File: config.mk
export PLATFORM = sky130hd
export DESIGN_NAME = grid_neighbour_coordinate_generator
export DESIGN_NICKNAME = d
export VERILOG_FILES = /design/src/gncg_pkg.sv /design/src/gncg_rem_pipe.sv /design/src/gncg_map.sv /design/src/gncg_emit.sv /design/src/grid_neighbour_coordinate_generator.sv
export SDC_FILE = /design/constraint.sdc
export NUM_CORES = 1
export LEC_CHECK = 0
export BUFFER_PORTS_ARGS = -buffer_cell sky130_fd_sc_hd__buf_2
export CAP_MARGIN = 0
export CORE_UTILIZATION = 57
export CTS_CLUSTER_DIAMETER = 60
export CTS_CLUSTER_SIZE = 30
export DETAILED_ROUTE_END_ITERATION = 8
export GPL_ROUTABILITY_DRIVEN = 0
export PLACE_DENSITY = 0.73
export REMOVE_ABC_BUFFERS = 1
export SYNTH_ARGS = -nofsm -noshare
export SYNTH_HDL_FRONTEND = slang
export SYNTH_HIERARCHICAL = 1
export SYNTH_SLANG_ARGS = --single-unit
File: constraint.sdc
create_clock -name clock -period 17.6 [get_ports clock]
set_input_delay 0 -clock clock [delete_from_list [all_inputs] [get_ports clock]]
set_output_delay 0 -clock clock [all_outputs]
set_load 0.02 [all_outputs]
File: src/gncg_pkg.sv
// Package for the grid neighbour coordinate generator: widths, codes, stage payloads
// and the shared remainder step.
// Depends on nothing; every other file of the block refers to it by scoped names.
`default_nettype none

package gncg_pkg;

   // Largest grid side; larger register values act as this.
   localparam int MAX_DIM = 1024;
   localparam int COORD_W = 10;
   localparam int SIZE_W  = 11;
   localparam int MOD_W   = 12;

   typedef enum logic [1:0] {
      EDGE_TORUS   = 2'd0,
      EDGE_CLAMP   = 2'd1,
      EDGE_REFLECT = 2'd2,
      EDGE_ABSORB  = 2'd3
   } edge_mode_type;

   typedef enum logic {
      NBR_MOORE       = 1'b0,
      NBR_VON_NEUMANN = 1'b1
   } nbr_kind_type;

   typedef enum logic [1:0] {
      REG_GRID_WIDTH  = 2'd0,
      REG_GRID_HEIGHT = 2'd1,
      REG_EDGE_MODE   = 2'd2,
      REG_NBR_KIND    = 2'd3
   } reg_index_type;

   // Offset codes along one axis: -1, 0, +1
   localparam logic [1:0] OFF_NEG  = 2'd0;
   localparam logic [1:0] OFF_ZERO = 2'd1;
   localparam logic [1:0] OFF_POS  = 2'd2;

   // Effective configuration seen by every stage
   typedef struct packed {
      logic [SIZE_W-1:0] width;
      logic [SIZE_W-1:0] height;
      logic [MOD_W-1:0]  mod_x;
      logic [MOD_W-1:0]  mod_y;
      edge_mode_type     edge_mode;
      nbr_kind_type      kind;
   } cfg_type;

   // Centre coordinates with their running remainders
   typedef struct packed {
      logic [COORD_W-1:0] cx;
      logic [COORD_W-1:0] cy;
      logic [MOD_W-1:0]   rx;
      logic [MOD_W-1:0]   ry;
   } rem_type;

   // Mapped coordinates per offset code, with inside flags for absorbing borders
   typedef struct packed {
      logic [2:0][COORD_W-1:0] nx;
      logic [2:0][COORD_W-1:0] ny;
      logic [2:0]              okx;
      logic [2:0]              oky;
   } nbr_type;

   // Restoring remainder over up to four dividend bits, most significant first.
   // The running remainder stays below the modulus, so the shift drops a zero.
   function automatic logic [MOD_W-1:0] rem_chunk(input logic [MOD_W-1:0] r_start,
                                                  input logic [3:0]       bits,
                                                  input logic [2:0]       n_bits,
                                                  input logic [MOD_W-1:0] modulus);
      logic [MOD_W-1:0] r;
      r = r_start;
      for (int i = 3; i >= 0; i--) begin
         if (i < int'(n_bits)) begin
            r = {r[MOD_W-2:0], bits[i]};
            if (r >= modulus) begin
               r = r - modulus;
            end
         end
      end
      return r;
   endfunction

endpackage

`default_nettype wire

File: src/gncg_rem_pipe.sv
// Three-stage pipelined remainder of the centre coordinates by the axis modulus.
// Depends on gncg_pkg.
`default_nettype none

module gncg_rem_pipe (
   input  wire logic              clock,
   input  wire logic              reset,
   input  wire gncg_pkg::cfg_type cfg,
   input  wire logic              in_valid,
   output logic                   in_ready,
   input  wire logic [9:0]        in_cx,
   input  wire logic [9:0]        in_cy,
   output logic                   out_valid,
   input  wire logic              out_ready,
   output gncg_pkg::rem_type      out_data
);

   logic [2:0]        valid_ff;
   logic [2:0]        valid_in;
   logic [2:0]        load;
   gncg_pkg::rem_type pl_ff [3];
   gncg_pkg::rem_type pl_in [3];

   // A stage loads when empty or when its content moves on
   assign load[2]  = !valid_ff[2] || out_ready;
   assign load[1]  = !valid_ff[1] || load[2];
   assign load[0]  = !valid_ff[0] || load[1];
   assign in_ready = load[0];

   // Bits 9..6, then 5..3, then 2..0 of each coordinate
   always_comb begin
      pl_in[0].cx = in_cx;
      pl_in[0].cy = in_cy;
      pl_in[0].rx = gncg_pkg::rem_chunk('0, in_cx[9:6], 3'd4, cfg.mod_x);
      pl_in[0].ry = gncg_pkg::rem_chunk('0, in_cy[9:6], 3'd4, cfg.mod_y);

      pl_in[1]    = pl_ff[0];
      pl_in[1].rx = gncg_pkg::rem_chunk(pl_ff[0].rx, {1'b0, pl_ff[0].cx[5:3]}, 3'd3,
                                        cfg.mod_x);
      pl_in[1].ry = gncg_pkg::rem_chunk(pl_ff[0].ry, {1'b0, pl_ff[0].cy[5:3]}, 3'd3,
                                        cfg.mod_y);

      pl_in[2]    = pl_ff[1];
      pl_in[2].rx = gncg_pkg::rem_chunk(pl_ff[1].rx, {1'b0, pl_ff[1].cx[2:0]}, 3'd3,
                                        cfg.mod_x);
      pl_in[2].ry = gncg_pkg::rem_chunk(pl_ff[1].ry, {1'b0, pl_ff[1].cy[2:0]}, 3'd3,
                                        cfg.mod_y);
   end

   // Advance valid bits with the data
   always_comb begin
      valid_in[0] = load[0] ? in_valid    : valid_ff[0];
      valid_in[1] = load[1] ? valid_ff[0] : valid_ff[1];
      valid_in[2] = load[2] ? valid_ff[1] : valid_ff[2];
   end

   always_ff @(posedge clock) begin
      if (reset) begin
         valid_ff <= '0;
      end else begin
         valid_ff <= valid_in;
      end
   end

   // Hold payload while stalled
   always_ff @(posedge clock) begin
      if (load[0]) begin
         pl_ff[0] <= pl_in[0];
      end
      if (load[1]) begin
         pl_ff[1] <= pl_in[1];
      end
      if (load[2]) begin
         pl_ff[2] <= pl_in[2];
      end
   end

   assign out_valid = valid_ff[2];
   assign out_data  = pl_ff[2];

endmodule

`default_nettype wire

File: src/gncg_map.sv
// Border mapping stage: turns centre and remainders into the three mapped values
// per axis and their inside flags. Depends on gncg_pkg.
`default_nettype none

module gncg_map (
   input  wire logic              clock,
   input  wire logic              reset,
   input  wire gncg_pkg::cfg_type cfg,
   input  wire logic              in_valid,
   output logic                   in_ready,
   input  wire gncg_pkg::rem_type in_data,
   output logic                   out_valid,
   input  wire logic              out_ready,
   output gncg_pkg::nbr_type      out_data
);

   typedef struct packed {
      logic [2:0][gncg_pkg::COORD_W-1:0] v;
      logic [2:0]                        ok;
   } axis_type;

   logic              valid_ff;
   logic              load;
   gncg_pkg::nbr_type pl_ff;
   gncg_pkg::nbr_type pl_in;
   axis_type          ax;
   axis_type          ay;

   // Mirror a value of one period of 2*size back into the grid
   function automatic logic [gncg_pkg::COORD_W-1:0] fold(
         input logic [gncg_pkg::MOD_W-1:0]  x,
         input logic [gncg_pkg::SIZE_W-1:0] size,
         input logic [gncg_pkg::MOD_W-1:0]  modulus);
      logic [gncg_pkg::MOD_W-1:0] f;
      f = (x >= {1'b0, size}) ? (modulus - 12'd1 - x) : x;
      return f[gncg_pkg::COORD_W-1:0];
   endfunction

   // Clamp an extended coordinate to the last row or column
   function automatic logic [gncg_pkg::COORD_W-1:0] clamp_hi(
         input logic [gncg_pkg::SIZE_W-1:0] x,
         input logic [gncg_pkg::SIZE_W-1:0] size_last);
      logic [gncg_pkg::SIZE_W-1:0] f;
      f = (x > size_last) ? size_last : x;
      return f[gncg_pkg::COORD_W-1:0];
   endfunction

   function automatic axis_type map_axis(input logic [gncg_pkg::COORD_W-1:0] c,
                                         input logic [gncg_pkg::SIZE_W-1:0]  size,
                                         input logic [gncg_pkg::MOD_W-1:0]   modulus,
                                         input logic [gncg_pkg::MOD_W-1:0]   r,
                                         input gncg_pkg::edge_mode_type      mode);
      axis_type                         a;
      logic [2:0][gncg_pkg::MOD_W-1:0]  wrap;
      logic [gncg_pkg::SIZE_W-1:0]      c_ext;
      logic [gncg_pkg::SIZE_W-1:0]      c_dec;
      logic [gncg_pkg::SIZE_W-1:0]      c_inc;
      logic [gncg_pkg::SIZE_W-1:0]      size_last;
      c_ext     = {1'b0, c};
      c_dec     = c_ext - 11'd1;
      c_inc     = c_ext + 11'd1;
      size_last = size - 11'd1;
      // Step the remainder by one either way within the period
      wrap[gncg_pkg::OFF_NEG]  = (r == '0) ? (modulus - 12'd1) : (r - 12'd1);
      wrap[gncg_pkg::OFF_ZERO] = r;
      wrap[gncg_pkg::OFF_POS]  = ((r + 12'd1) == modulus) ? '0 : (r + 12'd1);
      a.ok = 3'b111;
      case (mode)
         gncg_pkg::EDGE_CLAMP: begin
            a.v[gncg_pkg::OFF_NEG]  = (c_ext == '0) ? '0 : clamp_hi(c_dec, size_last);
            a.v[gncg_pkg::OFF_ZERO] = clamp_hi(c_ext, size_last);
            a.v[gncg_pkg::OFF_POS]  = clamp_hi(c_inc, size_last);
         end
         gncg_pkg::EDGE_REFLECT: begin
            a.v[gncg_pkg::OFF_NEG]  = fold(wrap[gncg_pkg::OFF_NEG], size, modulus);
            a.v[gncg_pkg::OFF_ZERO] = fold(wrap[gncg_pkg::OFF_ZERO], size, modulus);
            a.v[gncg_pkg::OFF_POS]  = fold(wrap[gncg_pkg::OFF_POS], size, modulus);
         end
         gncg_pkg::EDGE_ABSORB: begin
            a.v[gncg_pkg::OFF_NEG]  = c_dec[gncg_pkg::COORD_W-1:0];
            a.v[gncg_pkg::OFF_ZERO] = c;
            a.v[gncg_pkg::OFF_POS]  = c_inc[gncg_pkg::COORD_W-1:0];
            a.ok[gncg_pkg::OFF_NEG]  = (c_ext != '0) && (c_dec < size);
            a.ok[gncg_pkg::OFF_ZERO] = c_ext < size;
            a.ok[gncg_pkg::OFF_POS]  = c_inc < size;
         end
         default: begin
            a.v[gncg_pkg::OFF_NEG]  = wrap[gncg_pkg::OFF_NEG][gncg_pkg::COORD_W-1:0];
            a.v[gncg_pkg::OFF_ZERO] = wrap[gncg_pkg::OFF_ZERO][gncg_pkg::COORD_W-1:0];
            a.v[gncg_pkg::OFF_POS]  = wrap[gncg_pkg::OFF_POS][gncg_pkg::COORD_W-1:0];
         end
      endcase
      return a;
   endfunction

   // Map both axes
   always_comb begin
      ax        = map_axis(in_data.cx, cfg.width, cfg.mod_x, in_data.rx, cfg.edge_mode);
      ay        = map_axis(in_data.cy, cfg.height, cfg.mod_y, in_data.ry, cfg.edge_mode);
      pl_in.nx  = ax.v;
      pl_in.okx = ax.ok;
      pl_in.ny  = ay.v;
      pl_in.oky = ay.ok;
   end

   assign load     = !valid_ff || out_ready;
   assign in_ready = load;

   always_ff @(posedge clock) begin
      if (reset) begin
         valid_ff <= 1'b0;
      end else if (load) begin
         valid_ff <= in_valid;
      end
   end

   always_ff @(posedge clock) begin
      if (load) begin
         pl_ff <= pl_in;
      end
   end

   assign out_valid = valid_ff;
   assign out_data  = pl_ff;

endmodule

`default_nettype wire

File: src/gncg_emit.sv
// Neighbour serialiser: holds one mapped cell and sends its neighbours one beat per
// rsp_ready cycle via an output register, marking the last. Depends on gncg_pkg.
`default_nettype none

module gncg_emit (
   input  wire logic                   clock,
   input  wire logic                   reset,
   input  wire gncg_pkg::nbr_kind_type kind,
   input  wire logic                   in_valid,
   output logic                        in_ready,
   input  wire gncg_pkg::nbr_type      in_data,
   output logic                        rsp_valid,
   input  wire logic                   rsp_ready,
   output logic [9:0]                  rsp_x,
   output logic [9:0]                  rsp_y,
   output logic                        rsp_last
);

   gncg_pkg::nbr_type hold_ff;
   logic [7:0]        mask_ff;
   logic [7:0]        mask_in;
   logic [7:0]        cand;
   logic [7:0]        rest;
   logic [2:0]        sel_idx;
   logic [3:0]        sel_off;
   logic              busy;
   logic              out_load;
   logic              take;
   logic              rsp_valid_ff;
   logic              rsp_valid_in;
   logic [9:0]        rsp_x_ff;
   logic [9:0]        rsp_y_ff;
   logic              rsp_last_ff;

   // Offset codes {dx, dy} of each slot in emission order
   function automatic logic [3:0] slot_off(input gncg_pkg::nbr_kind_type k,
                                           input logic [2:0]             idx);
      logic [3:0] o;
      o = {gncg_pkg::OFF_ZERO, gncg_pkg::OFF_ZERO};
      if (k == gncg_pkg::NBR_MOORE) begin
         case (idx)
            3'd0:    o = {gncg_pkg::OFF_NEG,  gncg_pkg::OFF_NEG};
            3'd1:    o = {gncg_pkg::OFF_ZERO, gncg_pkg::OFF_NEG};
            3'd2:    o = {gncg_pkg::OFF_POS,  gncg_pkg::OFF_NEG};
            3'd3:    o = {gncg_pkg::OFF_NEG,  gncg_pkg::OFF_ZERO};
            3'd4:    o = {gncg_pkg::OFF_POS,  gncg_pkg::OFF_ZERO};
            3'd5:    o = {gncg_pkg::OFF_NEG,  gncg_pkg::OFF_POS};
            3'd6:    o = {gncg_pkg::OFF_ZERO, gncg_pkg::OFF_POS};
            default: o = {gncg_pkg::OFF_POS,  gncg_pkg::OFF_POS};
         endcase
      end else begin
         case (idx)
            3'd0:    o = {gncg_pkg::OFF_POS,  gncg_pkg::OFF_ZERO};
            3'd1:    o = {gncg_pkg::OFF_NEG,  gncg_pkg::OFF_ZERO};
            3'd2:    o = {gncg_pkg::OFF_ZERO, gncg_pkg::OFF_POS};
            3'd3:    o = {gncg_pkg::OFF_ZERO, gncg_pkg::OFF_NEG};
            default: o = {gncg_pkg::OFF_ZERO, gncg_pkg::OFF_ZERO};
         endcase
      end
      return o;
   endfunction

   // Slots that produce a neighbour for the incoming cell
   always_comb begin
      logic [3:0] o;
      for (int i = 0; i < 8; i++) begin
         o       = slot_off(kind, 3'(i));
         cand[i] = in_data.okx[o[3:2]] && in_data.oky[o[1:0]] &&
                   ((kind == gncg_pkg::NBR_MOORE) || (i < 4));
      end
   end

   // Pick the lowest pending slot
   always_comb begin
      sel_idx = '0;
      for (int i = 7; i >= 0; i--) begin
         if (mask_ff[i]) begin
            sel_idx = 3'(i);
         end
      end
      sel_off = slot_off(kind, sel_idx);
      rest    = mask_ff & ~(8'b1 << sel_idx);
   end

   assign busy     = |mask_ff;
   assign out_load = busy && (!rsp_valid_ff || rsp_ready);
   assign in_ready = !busy || (out_load && (rest == '0));
   assign take     = in_valid && in_ready;

   always_comb begin
      if (take) begin
         mask_in = cand;
      end else if (out_load) begin
         mask_in = rest;
      end else begin
         mask_in = mask_ff;
      end
      if (out_load) begin
         rsp_valid_in = 1'b1;
      end else if (rsp_ready) begin
         rsp_valid_in = 1'b0;
      end else begin
         rsp_valid_in = rsp_valid_ff;
      end
   end

   always_ff @(posedge clock) begin
      if (reset) begin
         mask_ff      <= '0;
         rsp_valid_ff <= 1'b0;
      end else begin
         mask_ff      <= mask_in;
         rsp_valid_ff <= rsp_valid_in;
      end
   end

   // Capture the cell and drive the output beat
   always_ff @(posedge clock) begin
      if (take) begin
         hold_ff <= in_data;
      end
      if (out_load) begin
         rsp_x_ff    <= hold_ff.nx[sel_off[3:2]];
         rsp_y_ff    <= hold_ff.ny[sel_off[1:0]];
         rsp_last_ff <= (rest == '0);
      end
   end

   assign rsp_valid = rsp_valid_ff;
   assign rsp_x     = rsp_x_ff;
   assign rsp_y     = rsp_y_ff;
   assign rsp_last  = rsp_last_ff;

endmodule

`default_nettype wire

File: src/grid_neighbour_coordinate_generator.sv
// Top level of the grid neighbour coordinate generator: configuration registers,
// remainder pipeline, border mapping and neighbour serialiser. Depends on gncg_pkg.
`default_nettype none

// Each accepted cell (x, y) yields its Moore (eight) or von Neumann (four)
// neighbours, one beat per cycle on rsp_ while rsp_tready allows, with rsp_tlast on
// the final one; under absorbing borders neighbours outside the grid are dropped
// and a cell may yield nothing. A new cell can be accepted every cycle unless the
// pipeline is stalled; the serialiser sends one neighbour a cycle while the result
// side is ready and holds a cell until its last neighbour has left, so that single
// result port sets the sustained rate. The first neighbour leaves after the cell
// passes the two remaining remainder stages, the mapping stage, the serialiser's
// hold register and its output register. Grid sizes of 0 act as 1, above 1024 as
// 1024.
// Change configuration only while no cell is in flight.
module grid_neighbour_coordinate_generator (
   input  wire logic        clock,
   input  wire logic        reset,
   input  wire logic        req_tvalid,
   output logic             req_tready,
   input  wire logic [23:0] req_tdata,   // [9:0] cell_x, [19:10] cell_y, [23:20] zero
   output logic             rsp_tvalid,
   input  wire logic        rsp_tready,
   output logic [23:0]      rsp_tdata,   // [9:0] neighbour_x, [19:10] neighbour_y, [23:20] zero
   output logic             rsp_tlast,
   input  wire logic        csr_we,
   input  wire logic [1:0]  csr_addr,
   input  wire logic [10:0] csr_wdata
);

   logic [gncg_pkg::SIZE_W-1:0] width_ff;
   logic [gncg_pkg::SIZE_W-1:0] height_ff;
   gncg_pkg::edge_mode_type     edge_mode_ff;
   gncg_pkg::nbr_kind_type      kind_ff;
   gncg_pkg::cfg_type           cfg;
   logic                        rem_valid;
   logic                        rem_ready;
   gncg_pkg::rem_type           rem_data;
   logic                        map_valid;
   logic                        map_ready;
   gncg_pkg::nbr_type           map_data;
   logic [9:0]                  rsp_x;
   logic [9:0]                  rsp_y;

   // Effective side length: zero acts as one, beyond the maximum as the maximum
   function automatic logic [gncg_pkg::SIZE_W-1:0] eff_size(
         input logic [gncg_pkg::SIZE_W-1:0] size);
      logic [gncg_pkg::SIZE_W-1:0] s;
      if (size == '0) begin
         s = 11'd1;
      end else if (size > gncg_pkg::SIZE_W'(gncg_pkg::MAX_DIM)) begin
         s = gncg_pkg::SIZE_W'(gncg_pkg::MAX_DIM);
      end else begin
         s = size;
      end
      return s;
   endfunction

   // Register writes
   always_ff @(posedge clock) begin
      if (reset) begin
         width_ff     <= 11'd64;
         height_ff    <= 11'd64;
         edge_mode_ff <= gncg_pkg::EDGE_TORUS;
         kind_ff      <= gncg_pkg::NBR_MOORE;
      end else if (csr_we) begin
         case (gncg_pkg::reg_index_type'(csr_addr))
            gncg_pkg::REG_GRID_WIDTH:  width_ff     <= csr_wdata;
            gncg_pkg::REG_GRID_HEIGHT: height_ff    <= csr_wdata;
            gncg_pkg::REG_EDGE_MODE:   edge_mode_ff <= gncg_pkg::edge_mode_type'(csr_wdata[1:0]);
            gncg_pkg::REG_NBR_KIND:    kind_ff      <= gncg_pkg::nbr_kind_type'(csr_wdata[0]);
            default: ;
         endcase
      end
   end

   // Reflect repeats with period twice the size, the other rules with the size
   always_comb begin
      cfg.width     = eff_size(width_ff);
      cfg.height    = eff_size(height_ff);
      cfg.edge_mode = edge_mode_ff;
      cfg.kind      = kind_ff;
      if (edge_mode_ff == gncg_pkg::EDGE_REFLECT) begin
         cfg.mod_x = {cfg.width, 1'b0};
         cfg.mod_y = {cfg.height, 1'b0};
      end else begin
         cfg.mod_x = {1'b0, cfg.width};
         cfg.mod_y = {1'b0, cfg.height};
      end
   end

   gncg_rem_pipe u_rem (
      .clock     (clock),
      .reset     (reset),
      .cfg       (cfg),
      .in_valid  (req_tvalid),
      .in_ready  (req_tready),
      .in_cx     (req_tdata[9:0]),
      .in_cy     (req_tdata[19:10]),
      .out_valid (rem_valid),
      .out_ready (rem_ready),
      .out_data  (rem_data)
   );

   gncg_map u_map (
      .clock     (clock),
      .reset     (reset),
      .cfg       (cfg),
      .in_valid  (rem_valid),
      .in_ready  (rem_ready),
      .in_data   (rem_data),
      .out_valid (map_valid),
      .out_ready (map_ready),
      .out_data  (map_data)
   );

   gncg_emit u_emit (
      .clock     (clock),
      .reset     (reset),
      .kind      (kind_ff),
      .in_valid  (map_valid),
      .in_ready  (map_ready),
      .in_data   (map_data),
      .rsp_valid (rsp_tvalid),
      .rsp_ready (rsp_tready),
      .rsp_x     (rsp_x),
      .rsp_y     (rsp_y),
      .rsp_last  (rsp_tlast)
   );

   assign rsp_tdata = {4'b0000, rsp_y, rsp_x};

endmodule

`default_nettype wire

==> results of run 1 <==
## worst max path at each step
stage | slack (ns) | endpoint | depth (start not counted) | startpoint
global placement | 8.02 | u_rem/pl_ff[0][2] | 27 | height_ff[10]
global route | 7.10 | u_rem/pl_ff[0][2] | 27 | height_ff[10]
floorplan | 7.29 | u_rem/pl_ff[0][14] | 31 | edge_mode_ff[0]
detailed placement | 7.86 | u_rem/pl_ff[0][2] | 27 | height_ff[10]
CTS | 7.81 | u_rem/pl_ff[0][2] | 27 | height_ff[10]
finish | 7.63 | u_rem/pl_ff[0][2] | 27 | height_ff[10]
## layer usage
metal,up-vias,share of wire [%],wire length [um]
met5,-,0.093,90
met4,14,3.4,3320
met3,250,7.7,7460
met2,1199,44,43300
met1,14526,44,43200
li1,14865,-,-
## state kept, by name (all words and copies together), names as in the netlist
name / cells
edge_mode_ff: 2
u_map/out_valid: 1
u_emit/rsp_last: 1
u_rem/pl_ff: 128
u_map/out_data: 66
u_emit/rsp_valid: 1
u_emit/hold_ff: 60
u_emit/rsp_y: 10
u_rem/valid_ff: 3
u_emit/mask_ff: 8
u_emit/rsp_x: 10
height_ff: 11
width_ff: 11
kind_ff: 1
## through the flow
stage / hold slack (ns) / setup slack, ns
final: 0.136 / 7.63
after global routing: 0.119 / 7.10
after CTS: 0.106 / 7.81
after detailed placement: 0.178 / 7.86
after global placement: 0.177 / 8.02
after floorplan: 0.0691 / 7.29
## cell usage after synthesis, drive strengths merged (12+ instances only)
cell / instances
mux2i: 67
o21bai: 14
o31a: 12
o21a: 88
a31oi: 46
nand2: 264
o21ai: 222
ha: 471
clkbuf: 95
edfxtp: 275
nor2: 283
dfxtp: 38
inv: 256
a22oi: 17
o2111ai: 18
o221ai: 21
and2: 24
or4: 28
and3: 24
nor3: 124
or3: 26
o311ai: 15
o31ai: 31
a21boi: 27
nor2b: 99
buf: 85
mux2: 154
xnor2: 189
nor4: 30
fa: 24
nand4: 51
a21o: 76
xor2: 92
or2: 21
a21oi: 274
nor3b: 15
nand2b: 45
a211oi: 39
a41oi: 12
nand3: 97
o211ai: 29
a211o: 15
o22ai: 19
## cells by family after synthesis
kind of cell	count (synthesis)
xor gates and xnor gates	286
AOI/OAI and AO/OA	1073
buffers and inverters	436
other	1
adders and majority gates	496
muxes	225
DFF	313
and+or+nand+nor	1166
## timing repair
item | CTS | global route
endpoints found under the hold margin | 60 | 0
endpoints found under the setup margin | 0 | 0
hold buffers | 41 | 0
## critical path: cells and delay by family (launching register included)
kind | cells | cell delay [ns]
muxes | 1 | 0.38
and+or+nand+nor | 8 | 2.76
adders and majority gates | 3 | 1.09
AOI/OAI and AO/OA | 14 | 4.55
DFF | 1 | 0.71
buffers and inverters | 1 | 0.16
## area by class of cell
type	count	area (sq um)	area share [%]
multi-input cells	3250	24600	64.9
flip-flops and latches	313	9020	23.8
clock inverters	25	369	0.974
diodes	1	2.50	0.00660
inverters	256	961	2.54
clock buffers	37	883	2.33
repair buffers	140	1000	2.65
well taps	837	1050	2.76
## cell usage in the layout (no fill, tap or decap), types with 25 or more instances in the layout
cell / count
nor3_1: 120
nand4_1: 51
a211oi_1: 36
buf_4: 39
o211ai_1: 27
dlygate4sd3_1: 41
nor2_1: 281
dfxtp_1: 36
nor4_1: 27
nand2b_1: 44
o31ai_1: 30
a21boi_0: 26
clkbuf_16: 35
mux2_2: 144
o21a_1: 88
ha_1: 471
mux2i_1: 66
a21oi_1: 267
or4_1: 25
buf_2: 60
inv_1: 249
nand3_1: 93
xor2_1: 92
a21o_1: 76
edfxtp_1: 275
or3_1: 26
nand2_1: 262
o21ai_0: 210
nor2b_1: 97
xnor2_1: 189
a31oi_1: 46
==> impl_metrics.ini, run 1 <==
[sta]
grt_setup_unrepaired = no
relSlewSlack_pct = 13.2
finalSetupViolCount = 0
worst_slew_pin_slew_ns = 1.30
fmax_ghz = 0.100
finalCriticalPeriod_ns = 9.97
skew_ns = 0.0341
finalCritPeriodShare_pct = 56.7
slew_viol_final = 0
finalHoldViolations = 0
setup_tns_ns = 0

[hold_path]
min_to = u_rem/pl_ff[0][38]
whs_path_depth = 2
hp-start = req_tdata[4]
hold_path.class = primary input to flop

[placed_design]
dpl.cell_count = 4755
dp_hpwl_um = 73100
dpl-instance-area_sq_mm = 0.0362
io_buffers = 60

[synth]
synth_ff_type = edfxtp_1
synth_seq_area_share_pct = 25.4
ys_ff_latch = 313
synth_top_family_by_area = compound AO/OA/AOI/OAI gates
ys_top_cells_by_area = edfxtp_1 (23%), ha_1 (17%), xnor2_1 (4.7%)
yosysWarnings = 6
synthCells = 3996
synth-xor-area-share_pct = 7.26
synth_edf_count = 275
yosys.area_share.simple_pct = 16.7
synth_compound_area_share_pct = 20.2
synthAdderAreaFrac_pct = 18.0
syn-mean-instance-area_sq_um = 8.88
synth_cell_types = 110
muxShareOfSynthArea_pct = 7.07
synth_top_area_share_pct = 23.3
yosysTopAreaCell = edfxtp_1
postSynth.asyncResetShare_pct = 0
syn-cell-area_sq_mm = 0.0355

[critical_path]
slowest_delay_ns = 0.71
r2r_cells = 27
arrival_ns = 10.27
slowest_stage = dfxtp_1
end_kind = flop
reg2reg_from = height_ff[10]
rr_endpoint = u_rem/pl_ff[0][2]
ff2ff_setup_slack_ns = 7.63
crit_path_start_kind = flop
cp.required_ns = 17.89
cp_max_fo = 17
crit_type = flop to flop
cpMostUsedCell = a21oi_1

[clock_network]
postCtsSetupBuffers = 0
cts.clk_slew.worst_paths_ns = 0.08
root_buffer = clkbuf_16
numCtsBuffers = 34
cts_buffer_depth = 3
worstSkewPairLatency_ns = 0.59
cts_resized = 0
cts_tree = yes
cts.sink_count = 313
h-tree-depth = 2

[outcome]
status = complete, no violations

[die]
dieHeight_um = 251
die_x_um = 251
start_util_pct = 57.6
coreArea_sq_mm = 0.0616
fp.dieArea_sq_mm = 0.0632
io_pins = 69
placementRows = 91

[drt]
detailedRoute.firstPassIterationCount = 6
vias = 30854
wire_per_inst_um = 20.0
antenna_left = 0
wirelength_um = 97300
drt_iter0_markers = 2886
vias_per_cell = 6.35
drc_errors = 0

[finish]
syn2layout_area_growth_pct = 6.82
final_cells = 4859
post-route-util_pct = 61.5
final_area_sq_mm = 0.0379
drive_gt1_share_pct = 10.0
nets = 4532
nFillCells = 5335

[global_route]
antenna_found_initial = 7
use_met3_pct = 4.96
grt_pass1_vias = 28856
use_met1_pct = 41.2
grt_use_total_pct = 30.2
grt_busiest_layer = met2
use_met2_pct = 48.1
grt_max_degree = 89
overflow = 0
grt_pass1_wl_um = 153000

[flow_run]
drv_cap = 0
Power of run 1 is left out: the tool's default activity adds up to more than one toggle a clock period on the data nets, which glitch-free logic cannot reach.
==> run 2, diff against run 1 <==
--- a/config.mk
+++ b/config.mk
@@ -12,7 +12,7 @@
 export CTS_CLUSTER_SIZE = 30
 export DETAILED_ROUTE_END_ITERATION = 8
 export GPL_ROUTABILITY_DRIVEN = 0
-export PLACE_DENSITY = 0.73
+export PLACE_DENSITY = 0.76
 export REMOVE_ABC_BUFFERS = 1
 export SYNTH_ARGS = -nofsm -noshare
 export SYNTH_HDL_FRONTEND = slang
==> constraint.sdc (replaced) <==
create_clock -name clock -period 8.2 [get_ports clock]
set_input_delay 0 -clock clock [delete_from_list [all_inputs] [get_ports clock]]
set_output_delay 0 -clock clock [all_outputs]
set_load 0.02 [all_outputs]
==> impl_metrics.ini, run 2 (synthesis gave the netlist of run 1 again) <==
[clock_network]
cts.sink_count = 313
cts_tree = yes
root_buffer = clkbuf_16
cts_buffer_depth = 3
cts.clk_slew.worst_paths_ns = 0.10
worstSkewPairLatency_ns = 0.65
numCtsBuffers = 31
h-tree-depth = 1

[sta]
finalSetupViolCount = 0
slew_viol_final = 0
fin_hold_ws_ns = 0.0582
finalHoldViolations = 0
fmax_ghz = 0.128
relSlewSlack_pct = 27.0
finalCriticalPeriod_ns = 7.81
skew_ns = 0.0393
worst_slew_pin_slew_ns = 1.09
finalCritPeriodShare_pct = 95.2

[finish]
diodes = 0
largest_reg_flops = 128
final_cell_mix = ha_1 (471), nor2_1 (280), edfxtp_1 (275)
nFillCells = 5204
multi_input_comb_area_sq_mm = 0.0248
final_common_cell = ha_1
final_area_sq_mm = 0.0386
drive_gt1_share_pct = 11.9
regArea_sq_mm = 0.00902
nets = 4590
top_register = u_rem/pl_ff
syn2layout_area_growth_pct = 8.79

[critical_path]
slowest_delay_ns = 0.58
crit_path_start_kind = flop
crit_family = compound AO/OA/AOI/OAI gates
ff2ff_setup_slack_ns = 0.39
arrival_ns = 8.18
slowest_stage = or4_1
crit_type = flop to flop
cpMostUsedCell = a21oi_1
cp.required_ns = 8.57
end_kind = flop
path_buf_inv = 1
cp_max_fo = 10

[drt]
antenna_left = 0
vias_per_cell = 6.44
wirelength_um = 101000
vias = 31623
drt_iter0_markers = 3424
detailedRoute.firstPassIterationCount = 6
wire_per_inst_um = 20.5
drc_errors = 0

[flow_run]
drv_cap = 0

[die]
coreArea_sq_mm = 0.0616
placementRows = 91
start_util_pct = 57.6
fp.dieArea_sq_mm = 0.0632
io_pins = 69
die_x_um = 251
dieHeight_um = 251

[global_route]
overflow = 0
antenna_found_initial = 4
grt_pass1_wl_um = 159000
grt_pass1_vias = 29853
grt_use_total_pct = 31.2
grt_max_degree = 89

[placed_design]
dpl-instance-area_sq_mm = 0.0366
io_buffers = 60
dp_hpwl_um = 75900

[hold_path]
hold_path.class = primary input to flop

[outcome]
status = complete, no violations
run 2: cell count changes in the layout (fill, tap and decap cells not counted), moves of 4 or more:
cell / change
a21oi_2: +6
clkinv_16: +6
a21oi_1: -6
o21ai_1: +4
clkbuf_16: -4
o21ai_0: -5
buf_4: +53
dlygate4sd3_1: +7
inv_16: +7
run 2: final timing paths:
kind / end / cells past startpoint / from
hold reg to reg: u_emit/hold_ff[36] / 0 / u_map/out_data[36]
setup / recovery: u_rem/pl_ff[0][4] / 31 / height_ff[1]
hold / removal: u_rem/pl_ff[0][39] / 2 / req_tdata[5]
setup reg to reg: u_rem/pl_ff[0][4] / 31 / height_ff[1]
run 2: worst reg2reg max path, delay by kind of cell (launching register included):
kind	cells	cell delay (ns)
AO/OA/AOI/OAI	18	3.83
adder cells (fa/ha/maj)	3	1.07
buffers and inverters	1	0.17
flip-flops	1	0.41
AND/OR/NAND/NOR	9	2.04
run 2: cell type report:
class	instances	share of cell area (%)
Clock buffer	31	2.01
Clock inverter	26	1.38
Inverter	256	2.49
Multi-Input combinational cell	3251	64.2
Sequential cell	313	23.4
Tap cell	837	2.71
Timing Repair Buffer	200	3.81
run 2: timing repair:
action | CTS | global route
setup buffers | 0 | 4
gates resized for setup | 0 | 45
setup endpoints to repair | 0 | 55
hold endpoints to repair | 61 | 0
hold buffers | 48 | 0
run 2: stage by stage:
stage	utilization, %	setup WS, ns	cells	setup TNS, ns
floorplan	-	-2.11	3819	-106.30
global placement	59.4	0.370	4804	0
detailed placement	59.4	0.150	4804	0
CTS	62.3	0.103	4909	0
global route	62.6	-0.112	4914	-0.615
finish	62.6	0.395	4914	0
run 2: per-layer routing:
metal	up-vias	part of all wire (%)	track usage [%]
li1	14954	-	-
met2	1409	45	50.3
met5	-	0.049	0
met3	296	8.4	4.39
met4	8	4.0	12.3
met1	14956	43	42.2
Power of run 2 is left out for the same reason.
